File: src/rtl/cgf_pkg.sv
// shared types and constants for the column gap fill block
`default_nettype none

package cgf_pkg;

  localparam int DEFAULT_MAX_LEVELS = 64;
  localparam int COMP_W             = 32;

  typedef struct packed {
    logic              gap;
    logic [COMP_W-1:0] c;
    logic [COMP_W-1:0] b;
    logic [COMP_W-1:0] a;
  } level_t;

  typedef enum logic [3:0] {
    ST_IDLE,
    ST_RD,
    ST_CHK,
    ST_SRD,
    ST_SCHK,
    ST_MUL1,
    ST_MUL2,
    ST_DSTART,
    ST_DWAIT,
    ST_OUT
  } state_t;

endpackage

`default_nettype wire

File: src/rtl/cgf_div.sv
// iterative restoring divider, one quotient bit per cycle
`default_nettype none

module cgf_div import cgf_pkg::*; #(
  parameter int DW = 39,
  parameter int VW = 7
) (
  input  wire logic          clk,
  input  wire logic          rst,
  input  wire logic          start,
  input  wire logic [DW-1:0] dividend,
  input  wire logic [VW-1:0] divisor,
  output logic               fin,
  output logic [DW-1:0]      quotient
);

  localparam int CNT_W = $clog2(DW + 1);

  logic             busy;
  logic [CNT_W-1:0] cnt;
  logic [VW-1:0]    rem;
  logic [VW:0]      shifted;
  logic [VW:0]      trial;

  assign shifted = {rem, quotient[DW-1]};
  assign trial   = shifted - {1'b0, divisor};

  always_ff @(posedge clk) begin
    if (rst) begin
      busy <= 1'b0;
      fin  <= 1'b0;
      cnt  <= '0;
    end else begin
      fin <= busy && (cnt == CNT_W'(1));
      if (start) begin
        busy <= 1'b1;
        cnt  <= CNT_W'(DW);
      end else if (busy) begin
        cnt <= cnt - CNT_W'(1);
        if (cnt == CNT_W'(1)) begin
          busy <= 1'b0;
        end
      end
    end
  end

  always_ff @(posedge clk) begin
    if (start) begin
      rem      <= '0;
      quotient <= dividend;
    end else if (busy) begin
      // remainder stays below the divisor, so the trial top bit tells the sign
      if (!trial[VW]) begin
        rem      <= trial[VW-1:0];
        quotient <= {quotient[DW-2:0], 1'b1};
      end else begin
        rem      <= shifted[VW-1:0];
        quotient <= {quotient[DW-2:0], 1'b0};
      end
    end
  end

endmodule

`default_nettype wire

File: config.mk
export PLATFORM = sky130hd
export DESIGN_NAME = cgf_div
export DESIGN_NICKNAME = d
export VERILOG_FILES = /design/src/rtl/cgf_pkg.sv /design/src/rtl/cgf_div.sv
export SDC_FILE = /design/constraint.sdc
export NUM_CORES = 1
export LEC_CHECK = 0
export BUFFER_PORTS_ARGS = -buffer_cell sky130_fd_sc_hd__buf_2
export CAP_MARGIN = 20
export CORE_MARGIN = 2
export CORE_UTILIZATION = 56
export CTS_BUF_LIST = sky130_fd_sc_hd__clkbuf_4 sky130_fd_sc_hd__clkbuf_8
export CTS_CLUSTER_DIAMETER = 150
export CTS_CLUSTER_SIZE = 24
export DETAILED_ROUTE_END_ITERATION = 6
export MAX_ROUTING_LAYER = met4
export PLACE_DENSITY = 0.95
export SYNTH_ARGS = -nofsm -noshare
export SYNTH_HDL_FRONTEND = slang
export SYNTH_SLANG_ARGS = --single-unit
export TNS_END_PERCENT = 10
File: constraint.sdc
create_clock -name clk -period 3.9 [get_ports clk]
set_input_delay 0.195 -clock clk [delete_from_list [all_inputs] [get_ports clk]]
set_output_delay 0.195 -clock clk [all_outputs]
set_load 0.05 [all_outputs]
# [Word-level counts from Yosys, hierarchy flattened]
# Index checks and enable logic that the tools add are counted.
[word_totals] register_bits=54 in_bits=49 output_inout_bits=40
[op_classes] addsub=2 eq_ne=1 muxes=9 reduce_logical=3
[op_table] cell="two-way mux 39 bit" n=2
[op_table] cell="two-way mux 6 bit" n=2
[op_table] cell="subtractor 8 x 7 -> 8 bit" n=1
[op_table] cell="two-way mux 7 bit" n=1
[op_table] cell="equality test 6 x 1 -> 1 bit, second input constant" n=1
[op_table] cell="subtractor 6 x 1 -> 6 bit, second input constant" n=1
[op_table] cell="two-way mux 1 bit" n=4
[op_table] cell="nonzero test 2 bit" n=1
[op_table] cell="OR reduction 2 bit" n=1
[op_table] cell="logical AND 1 bit" n=1

# [Longest topological paths before layout]
# Gate-level depths: netlist (run 1).
[logic_depth] word_depth=4 mapped_depth=9 depth_no_buf=9

# [Worst setup path after synthesis (run 1)]
# Ideal clock, no wire load.
[synth_path] path_kind="reg2reg" from="register quotient[38]" to="register rem[6]" setup_time_ps=91 t_arrival_ps=2327 setup_slack_ps=1482 path_stages_with_launch=10 path_buffers=0 period_less_slack_ps=2418 path_cell_list="edfxtp_1 inv_1 ha_1 inv_1 fa_1 a211o_1 a2111oi_2 nand4b_1 nand3_1 a311oi_1"
[synth_via] elab_chain_len=2
[synth_lines] item="from (decl)" line="cgf_div.sv:14" source="output logic [DW-1:0] quotient"
[synth_lines] item="from (signal assigned)" line="cgf_div.sv:50" source="quotient <= dividend;"
[synth_lines] item="from (signal assigned)" line="cgf_div.sv:55" source="quotient <= {quotient[DW-2:0], 1'b1};"
[synth_lines] item="from (signal assigned)" line="cgf_div.sv:58" source="quotient <= {quotient[DW-2:0], 1'b0};"
[synth_lines] item="subtractor 8 x 7 -> 8 bit" line="cgf_div.sv:26" source="assign trial = shifted - {1'b0, divisor};"
[synth_lines] item="two-way mux 7 bit" line="cgf_div.sv:53" source="if (!trial[VW]) begin"
[synth_lines] item="to (signal assigned)" line="cgf_div.sv:54" source="rem <= trial[VW-1:0];"
[synth_lines] item="to (signal assigned)" line="cgf_div.sv:57" source="rem <= shifted[VW-1:0];"
[synth_lines] item="to (decl)" line="cgf_div.sv:21" source="logic [VW-1:0] rem;"
# Every way passes these cells.
# A chain may end at the register's enable or synchronous reset.

# [Worst setup path in the final report (run 1)]
# Same ends and word-level chain as after synthesis.

==> impl_results.rst, run 1 <==
.. list-table::
   :header-rows: 1

   * - Metric
     - Value
   * - Status
     - completed
   * - Hold violation total from the final report
     - 0
   * - Reported leakage power
     - between 0.001 and 0.0015 uW
   * - Max Clk Rate
     - about 420 MHz
   * - Async set or reset register ratio after synthesis
     - 0%
   * - Placed cell area
     - ~3200 um^2
   * - Final cycle utilization of the critical path
     - 60.3%
   * - Maximum number of pins on one net before global-route repair
     - 50
   * - Final setup skew
     - around 0.02 ns
   * - Synthesized flop and latch total
     - 54
   * - Post-route DRC
     - 0
   * - Die area
     - roughly 5400 um^2
   * - Maximum cell stage delay along the critical path
     - 0.40 ns
   * - Type of the worst setup path
     - flip-flop to flip-flop
   * - CP Data Required Time
     - between 4 and 5 ns
   * - Post-CTS repair timing setup buffer count
     - 0
   * - Synthesis-to-layout area growth
     - 22.5%
   * - Cells after Synth
     - 210
   * - Power Density
     - roughly 470 nW/um^2
   * - Deepest level of the CTS H-tree
     - 2
   * - Number of failing setup endpoints in the final timing report
     - 0
   * - Global-route wire length before repair
     - approximately 9000 um
   * - Startpoint class of the critical path
     - flip-flop
   * - Core ar.
     - 4660 um^2
   * - Commonest non-fill, non-tap cell in the layout
     - sky130_fd_sc_hd__buf_2
   * - Fin worst setup slack
     - about 1.5 ns
   * - Share of final-layout standard cells stronger than drive strength 1
     - ~50%
   * - Worst setup timing slack at the placement stage
     - ~1.6 ns
   * - First-pass DRT Iterations
     - 4
   * - Number of DRC markers after the initial detailed-route iteration
     - ~150
   * - Number of enable-type register cells in the synthesized netlist
     - 39
   * - Worst slew margin relative to its limit
     - a little over half
   * - Vias in the first global route
     - about 1800
   * - Number of port buffers
     - 88
   * - Design area
     - around 3300 um^2
   * - Number of antenna violations at the first check in global routing
     - 0
   * - Wire length per cell
     - roughly 18 um
   * - Number of different library cells in the post-synthesis netlist
     - 43
   * - Hold buffers post-CTS
     - 0
   * - Final critical path time including I/O delays and setup
     - between 2 and 2.5 ns
   * - Row cnt
     - 25
   * - Worst-path fanout max
     - 3
   * - Post-Syn Area per Cell
     - about 13 um^2
   * - Dominant cell type by area after synthesis
     - sky130_fd_sc_hd__edfxtp_1
   * - Number of vias after detailed routing
     - ~2100
   * - Leading cell types by total area after synthesis
     - sky130_fd_sc_hd__edfxtp_1, sky130_fd_sc_hd__mux2_2, sky130_fd_sc_hd__dfxtp_1
   * - Setup repair after global routing missed its margin
     - no
   * - Filler cell count
     - approximately 310
   * - Total half-perimeter wirelength after legalization and detailed placement
     - 4520 um
   * - CTS-repair resized insts
     - 0
   * - Root cell of the clock tree
     - sky130_fd_sc_hd__clkbuf_8
   * - Register area share after synthesis
     - between 50% and 60%
   * - Top_reg_cell synth
     - sky130_fd_sc_hd__edfxtp_1
   * - Number of buffers on the longest clock path
     - 2
   * - Global route total overflow
     - 0
   * - Commonest cells after routing, fill and taps aside
     - sky130_fd_sc_hd__buf_2, sky130_fd_sc_hd__edfxtp_1, sky130_fd_sc_hd__mux2_2
   * - Pin slew with the least headroom to its limit
     - about 0.7 ns
   * - Crit-path most repeated cell
     - sky130_fd_sc_hd__inv_1
   * - Net total in the final layout
     - approximately 360
   * - Clock Pin Slew Worst Setup and Hold Paths
     - 0.11 ns
   * - Routed Antenna Nets
     - 0
   * - Mapped cell area
     - ~2700 um^2
   * - Clock tree from TritonCTS
     - done
   * - Gr usage total
     - about a quarter
   * - Max-cap viol count
     - 0
   * - Diodes inserted
     - 0
   * - Sum of routed wire length over all layers
     - 6330 um
   * - Initial core utilization
     - roughly 58%
   * - Die H
     - roughly 73 um
   * - Final count of pins violating max slew
     - 0
   * - Die X-Extent
     - ~73 um
   * - CP cell instances
     - inv_1 -> ha_1 -> inv_1 -> fa_1 -> a211o_1 -> a2111oi_2 -> nand4b_1 -> nand3_1 -> a311oi_1
   * - Number of vias per cell after detailed routing
     - around 5.9
   * - Number of CTS-inserted buffers
     - 5
   * - Worst min path class
     - primary input to flip-flop
   * - Yosys Warn Count
     - 0
   * - Slowest cell on the critical path
     - sky130_fd_sc_hd__edfxtp_1
   * - Category of the worst setup path capture point
     - flip-flop
   * - Data arrival time of the critical path
     - approximately 2.6 ns
   * - Global placement routability congestion
     - approximately 0.80
   * - Clock latency of the later-clocked register in the worst-skew pair
     - 0.32 ns
   * - Post-synthesis net count
     - around 270
   * - Number of top-level pins
     - about 90
   * - Total number of clock tree sinks
     - 54
   * - Setup TNS Final
     - 0 ns
   * - Area share of the largest cell type after synthesis
     - between 40% and 50%
   * - Peak supply drop
     - 0.186 mV
   * - Total power after layout
     - around 1500 uW
-- flip-flops by register name, summed over array words and instances (netlist names) --
register,cells
busy,1
quotient,39
rem,7
cnt,6
fin,1
-- Yosys cell counts (3+ instances only) --
master                      n
sky130_fd_sc_hd__nand2_1   11
sky130_fd_sc_hd__xor2_1     3
sky130_fd_sc_hd__a21oi_1    7
sky130_fd_sc_hd__nor3_1     6
sky130_fd_sc_hd__o21ai_1    7
sky130_fd_sc_hd__xnor2_1    4
sky130_fd_sc_hd__buf_1      5
sky130_fd_sc_hd__dfxtp_1   15
sky130_fd_sc_hd__mux2_2    38
sky130_fd_sc_hd__a311oi_1   6
sky130_fd_sc_hd__edfxtp_1  39
sky130_fd_sc_hd__nor2_1     9
sky130_fd_sc_hd__ha_1       9
sky130_fd_sc_hd__inv_1     12
sky130_fd_sc_hd__o21ai_0    3
sky130_fd_sc_hd__nand3_1    5
-- final timing paths --
path / from / depth (start not counted) / end / slack, ns
setup / recovery: quotient[38]$_DFFE_PP_ / 9 / rem[6]$_SDFFE_PP0P_ / 1.55
hold / removal: rst / 2 / cnt[3]$_SDFFE_PP0P_ / 0.15
setup reg to reg: quotient[38]$_DFFE_PP_ / 9 / rem[6]$_SDFFE_PP0P_ / 1.55
hold reg to reg: rem[5]$_SDFFE_PP0P_ / 2 / rem[5]$_SDFFE_PP0P_ / 0.53
-- final cells by class --
class                           count  area, um^2  share of cell area (%)
Multi-Input combinational cell    135        1140                    34.5
Timing Repair Buffer               90         455                    13.8
Tap cell                           54        67.6                    2.05
Clock inverter                      2        37.5                    1.14
Inverter                           13        48.8                    1.48
Clock buffer                        6        76.3                    2.32
Sequential cell                    54        1470                    44.7
-- cells by family (layout without fill, tap and decap cells) --
family          count (synthesis)  after routing  synth area share [%]
simple gates                   41             41                  7.73
xor+xnor                        7              7                  2.28
flops                          54             54                  54.7
mux                            38             38                  15.9
compound gates                 39             39                  11.4
buf+inv                        21            111                  2.98
fa+ha+maj                      10             10                  4.93
-- routing by layer --
| layer | part of all wire (%) | track usage [%] | vias to the layer above |
|---|---|---|---|
| li1 | - | - | 967 |
| met1 | 40 | 27.9 | 979 |
| met2 | 51 | 40.8 | 131 |
| met3 | 7.2 | 4.66 | 11 |
| met4 | 1.7 | 7.07 | 0 |
| met5 | 0 | - | - |
-- report_power, final --
group / internal (uW) / leakage, uW / total, uW / switching [uW]
clock network: 199 / 0.0000548 / 382 / 183
registers: 685 / 0.000517 / 724 / 39.5
logic: 138 / 0.000799 / 430 / 292
-- critical path: cells and delay by family, from the launching register on --
kind | cells | cell delay [ns]
AOI/OAI and AO/OA | 3 | 0.91
adders and majority gates | 2 | 0.56
DFF | 1 | 0.40
and+or+nand+nor | 2 | 0.24
buffers and inverters | 2 | 0.15
-- per-stage QoR --
stage / instances / hold WS (ns) / utilization [%]
floorplan: 210 / 0.393 / -
global placement: 346 / 0.465 / 68.2
detailed placement: 346 / 0.475 / 68.2
CTS: 354 / 0.158 / 70.7
global route: 354 / 0.165 / 70.7
finish: 354 / 0.152 / 70.7
No activity file was read; power rests on OpenSTA's default activity.
==> run 2: changes to the inputs <==
Settings changed: ABC_AREA set to 1, CORE_UTILIZATION 56 to 47, PLACE_DENSITY 0.95 to 0.88.
Clock period 3.9 ns to 1.9 ns, I/O delays scaled along.
==> run 2 against run 1 <==
  * Synthesized cell count grew 56%
  * Clock power grew 100%
  * Global-route usage shrank 3.0 points
  * Final area grew 4.1%
  * First-iteration DRC count grew 41%
  * Largest power group unchanged
==> impl_results.rst, run 2 <==
.. list-table::
   :header-rows: 1

   * - Metric
     - Value
   * - Leading cell types by total area after synthesis
     - sky130_fd_sc_hd__edfxtp_1, sky130_fd_sc_hd__nand2_1, sky130_fd_sc_hd__dfxtp_1
   * - Hold_ws
     - 0.0475 ns (-0.104 ns)
   * - Total number of clock tree sinks
     - 54 (unchanged)
   * - Endpoint of the most critical setup path
     - rem[4]$_SDFFE_PP0P_
   * - Met3 Use GR
     - 4.67% (about the same)
   * - Number of antenna violations at the first check in global routing
     - 0 (unchanged)
   * - Share of final-layout standard cells stronger than drive strength 1
     - 27.4% (-21 points)
   * - Worst slew margin relative to its limit
     - 60.1% (+8.1 points)
   * - Category of the worst setup path capture point
     - flip-flop
   * - Type of the worst setup path
     - flip-flop to flip-flop
   * - Internal portion of total power
     - 2020 uW (+97%)
   * - Final setup skew
     - 0.00868 ns (-0.0118 ns)
   * - Switching fraction of total power
     - 33.4% (-0.054 points)
   * - Clock tree from TritonCTS
     - done
   * - Launching element of the worst setup path
     - quotient[38]$_DFFE_PP_
   * - Fraction of power consumed by the clock network
     - 25.8% (+1.0 points)
   * - Sum of routed wire length over all layers
     - 6110 um (-3.5%)
   * - Seq pwr share
     - 48.5% (+1.3 points)
   * - Net total in the final layout
     - 477 (+33%)
   * - Die area
     - 6520 um^2 (+21%)
   * - Biggest regs
     - quotient (39), rem (7), cnt (6)
   * - Setup repair after global routing missed its margin
     - no
   * - Most numerous cell in the Yosys netlist
     - sky130_fd_sc_hd__nand2_1
   * - Mapped cell area
     - 2770 um^2 (+3.0%)
   * - Post-route DRC
     - 0 (unchanged)
   * - Async set or reset register ratio after synthesis
     - 0% (unchanged)
   * - Number of enable-type register cells in the synthesized netlist
     - 39 (unchanged)
   * - Register-to-Register Setup Slack
     - 0.20 ns (-1.34 ns)
   * - Number of DRC markers after the initial detailed-route iteration
     - 214 (+41%)
   * - CTS-repair resized insts
     - 0 (unchanged)
   * - Setup TNS Final
     - 0 ns (unchanged)
   * - Number of flip-flops in the largest register
     - 39 (unchanged)
   * - Maximum cell stage delay along the critical path
     - 0.41 ns (about the same)
   * - Final critical path time including I/O delays and setup
     - 1.70 ns (-0.656 ns)
   * - Number of CTS-inserted buffers
     - 5 (unchanged)
   * - Commonest non-fill, non-tap cell in the layout
     - sky130_fd_sc_hd__nand2_1
   * - Pin slew with the least headroom to its limit
     - 0.597 ns (-0.122 ns)
   * - Peak supply drop
     - 0.684 mV (+270%)
   * - Number of port buffers
     - 88 (unchanged)
   * - Top_reg_cell synth
     - sky130_fd_sc_hd__edfxtp_1
   * - Global route total overflow
     - 0 (unchanged)
   * - Initial core utilization
     - 49.4% (-8.3 points)
   * - Core ar.
     - 5610 um^2 (+20%)
   * - Worst-path fanout max
     - 3 (unchanged)
   * - Number of stages on the worst setup path
     - 10 (+1)
   * - Max Clk Rate
     - 589 MHz (+39%)
   * - Global placement routability congestion
     - 0.850 (+6.4%)
   * - Diodes inserted
     - 0 (unchanged)
   * - Number of buffers on the longest clock path
     - 2 (unchanged)
   * - Most flop-heavy register
     - quotient
   * - Commonest cells after routing, fill and taps aside
     - sky130_fd_sc_hd__nand2_1, sky130_fd_sc_hd__buf_2, sky130_fd_sc_hd__edfxtp_1
   * - CP cell instances
     - inv_1 -> ha_1 -> inv_2 -> fa_1 -> nand3_1 -> nand3_1 -> xnor2_1 -> nand2_1 -> nand3_1 -> nand2_1
   * - Area share of the largest cell type after synthesis
     - 42.3% (-1.3 points)
   * - Vias in the first global route
     - 2268 (+24%)
   * - Startpoint class of the critical path
     - flip-flop
   * - Row cnt
     - 27 (+8.0%)
   * - Number of cells traversed by the worst register-to-register path
     - 10 (+1)
   * - Crit-path most repeated cell
     - sky130_fd_sc_hd__nand3_1
   * - Global-route wire length before repair
     - 10000 um (+8.8%)
   * - Critical path buffers and inverters
     - 2 (unchanged)
   * - Adder and majority gate portion of the synthesized area
     - 4.79% (-0.14 points)
   * - CP Data Required Time
     - 2.11 ns (-2.01 ns)
   * - Global routing met1 resource utilization
     - 25.9% (-2.0 points)
   * - Cells after Synth
     - 327 (+56%)
   * - Top cells by count, synth
     - sky130_fd_sc_hd__nand2_1, sky130_fd_sc_hd__edfxtp_1, sky130_fd_sc_hd__inv_1
   * - Post-synthesis net count
     - 386 (+43%)
   * - Post-Syn Area per Cell
     - 8.47 um^2 (-34%)
   * - Number of different library cells in the post-synthesis netlist
     - 31 (-28%)
   * - Total half-perimeter wirelength after legalization and detailed placement
     - 4600 um (+1.7%)
   * - Routed Antenna Nets
     - 0 (unchanged)
   * - Cell family with most CP delay
     - adder cells
   * - Endpoint of the worst-slack reg-to-reg timing path
     - rem[4]$_SDFFE_PP0P_
   * - Synthesized-area fraction occupied by ao, oa, aoi and oai cells
     - 2.76% (-8.7 points)
   * - Dominant cell type by area after synthesis
     - sky130_fd_sc_hd__edfxtp_1
   * - P_sw
     - 1010 uW (+97%)
   * - Synthesized flop and latch total
     - 54 (unchanged)
   * - Synthesized-area fraction occupied by xor and xnor cells
     - 0.949% (-1.3 points)
   * - Root cell of the clock tree
     - sky130_fd_sc_hd__clkbuf_8
   * - Deepest level of the CTS H-tree
     - 2 (unchanged)
   * - Slowest cell on the critical path
     - sky130_fd_sc_hd__fa_1
   * - Maximum number of pins on one net before global-route repair
     - 42 (-16%)
   * - Power Density
     - 884 nW/um^2 (+90%)
   * - Number of vias per cell after detailed routing
     - 4.85 (-18%)
   * - Worst min path class
     - primary input to flip-flop
   * - Dominant combinational cell family by area after synthesis
     - simple AND/OR/NAND/NOR gates
   * - First-pass DRT Iterations
     - 4 (unchanged)
   * - Register area share after synthesis
     - 53.1% (-1.6 points)
   * - Layer with the highest usage after global routing
     - met2
   * - Die H
     - 80.8 um (+10%)
   * - Synthesis-to-layout area growth
     - 23.8%
   * - Reported leakage power
     - 0.00177 uW (+29%)
   * - Number of failing setup endpoints in the final timing report
     - 0 (unchanged)
   * - Clock Pin Slew Worst Setup and Hold Paths
     - 0.10 ns (about the same)
   * - Hold violation total from the final report
     - 0 (unchanged)
   * - Die X-Extent
     - 80.8 um (+10%)
   * - Placed cell area
     - 3300 um^2 (+3.9%)
   * - Final cycle utilization of the critical path
     - 89.4% (+29 points)
   * - Gr usage total
     - 20.5% (-3.0 points)
   * - Final count of pins violating max slew
     - 0 (unchanged)
   * - Yosys Warn Count
     - 0 (unchanged)
   * - Number of top-level pins
     - 89 (unchanged)
   * - Design area
     - 3430 um^2 (+4.1%)
   * - Number of vias after detailed routing
     - 2383 (+14%)
   * - Wire length per cell
     - 12.4 um (-30%)
   * - Max-cap viol count
     - 0 (unchanged)
   * - Portion of netlist area occupied by mux cells
     - 0% (-16 points)
   * - Global routing usage on met2
     - 32.3% (-8.5 points)
   * - Status
     - completed
   * - Clock latency of the later-clocked register in the worst-skew pair
     - 0.31 ns (about the same)
   * - Data arrival time of the critical path
     - 1.90 ns (-0.67 ns)
   * - Part of the power in combinational logic
     - 25.7% (-2.3 points)
   * - Reg-to-Reg Start
     - quotient[38]$_DFFE_PP_
   * - Fraction of the mapped netlist area in simple logic gates
     - 32.7% (+25 points)
[run 2: cell count changes in the layout (fill, tap and decap cells not counted), sizes merged, moves of 7 or more]
cell / change
o21ai: -8
nand3: +11
nand3b: +7
inv: +20
nand2: +155
mux2: -38
[run 2: cell type report]
| type | count | area [um^2] |
|---|---|---|
| repair buffers | 93 | 493 |
| well taps | 72 | 90.1 |
| clock inverters | 2 | 37.5 |
| inverters | 32 | 120 |
| multi-input cells | 232 | 1140 |
| fillers | 499 | 2180 |
| flip-flops and latches | 54 | 1470 |
| clock buffers | 6 | 76.3 |
[run 2: metal layers]
layer	wire length [um]	share of wire [%]
met3	404	6.6
met4	127	2.1
met1	2700	44
met2	2880	47
met5	0	0
[run 2: power groups by stage]
stage | logic (uW) | registers (uW) | clock network (uW)
after floorplan | 260 | 1800 | 0
after global placement | 767 | 1490 | 0
after detailed placement | 782 | 1490 | 0
after CTS | 785 | 1470 | 786
after global routing | 844 | 1480 | 841
final | 779 | 1470 | 783
[run 2: worst min-delay path by stage]
stage	to	from	slack [ns]	cells past startpoint
floorplan	fin$_SDFF_PP0_	rst	0.17	1
global placement	fin$_SDFF_PP0_	rst	0.31	2
detailed placement	fin$_SDFF_PP0_	rst	0.32	2
CTS	quotient[15]$_DFFE_PP_	dividend[15]	0.04	3
global route	quotient[14]$_DFFE_PP_	dividend[14]	0.04	3
finish	quotient[12]$_DFFE_PP_	dividend[12]	0.05	3
[run 2: tightest hold or removal path: stages]
cell                      delay (ns)
sky130_fd_sc_hd__buf_2          0.07
sky130_fd_sc_hd__nand2_1        0.04
sky130_fd_sc_hd__nand2_1        0.05
[run 2: timing repair]
item,in CTS,in global routing
hold buffers,1,0
hold endpoints to repair,2,0
setup buffers,0,0
[run 2: through the flow]
step	util (%)	setup slack, ns	total power [uW]	cells
6_report	61.1	0.202	3030	491
5_1_grt	61.1	0.0663	3170	491
4_1_cts	61.1	0.180	3040	491
3_5_place_dp	58.9	0.187	2270	482
3_3_place_gp	58.9	0.262	2260	482
2_1_floorplan	-	0.0132	2060	327
[run 2: kinds of logic (layout without fill, tap and decap cells)]
family	count (synthesis)	count (layout)
AND/OR/NAND/NOR	208	208
AO/OA/AOI/OAI	11	11
adder cells (fa/ha/maj)	10	10
XOR/XNOR	3	3
flip-flops	54	54
buffers and inverters	41	133
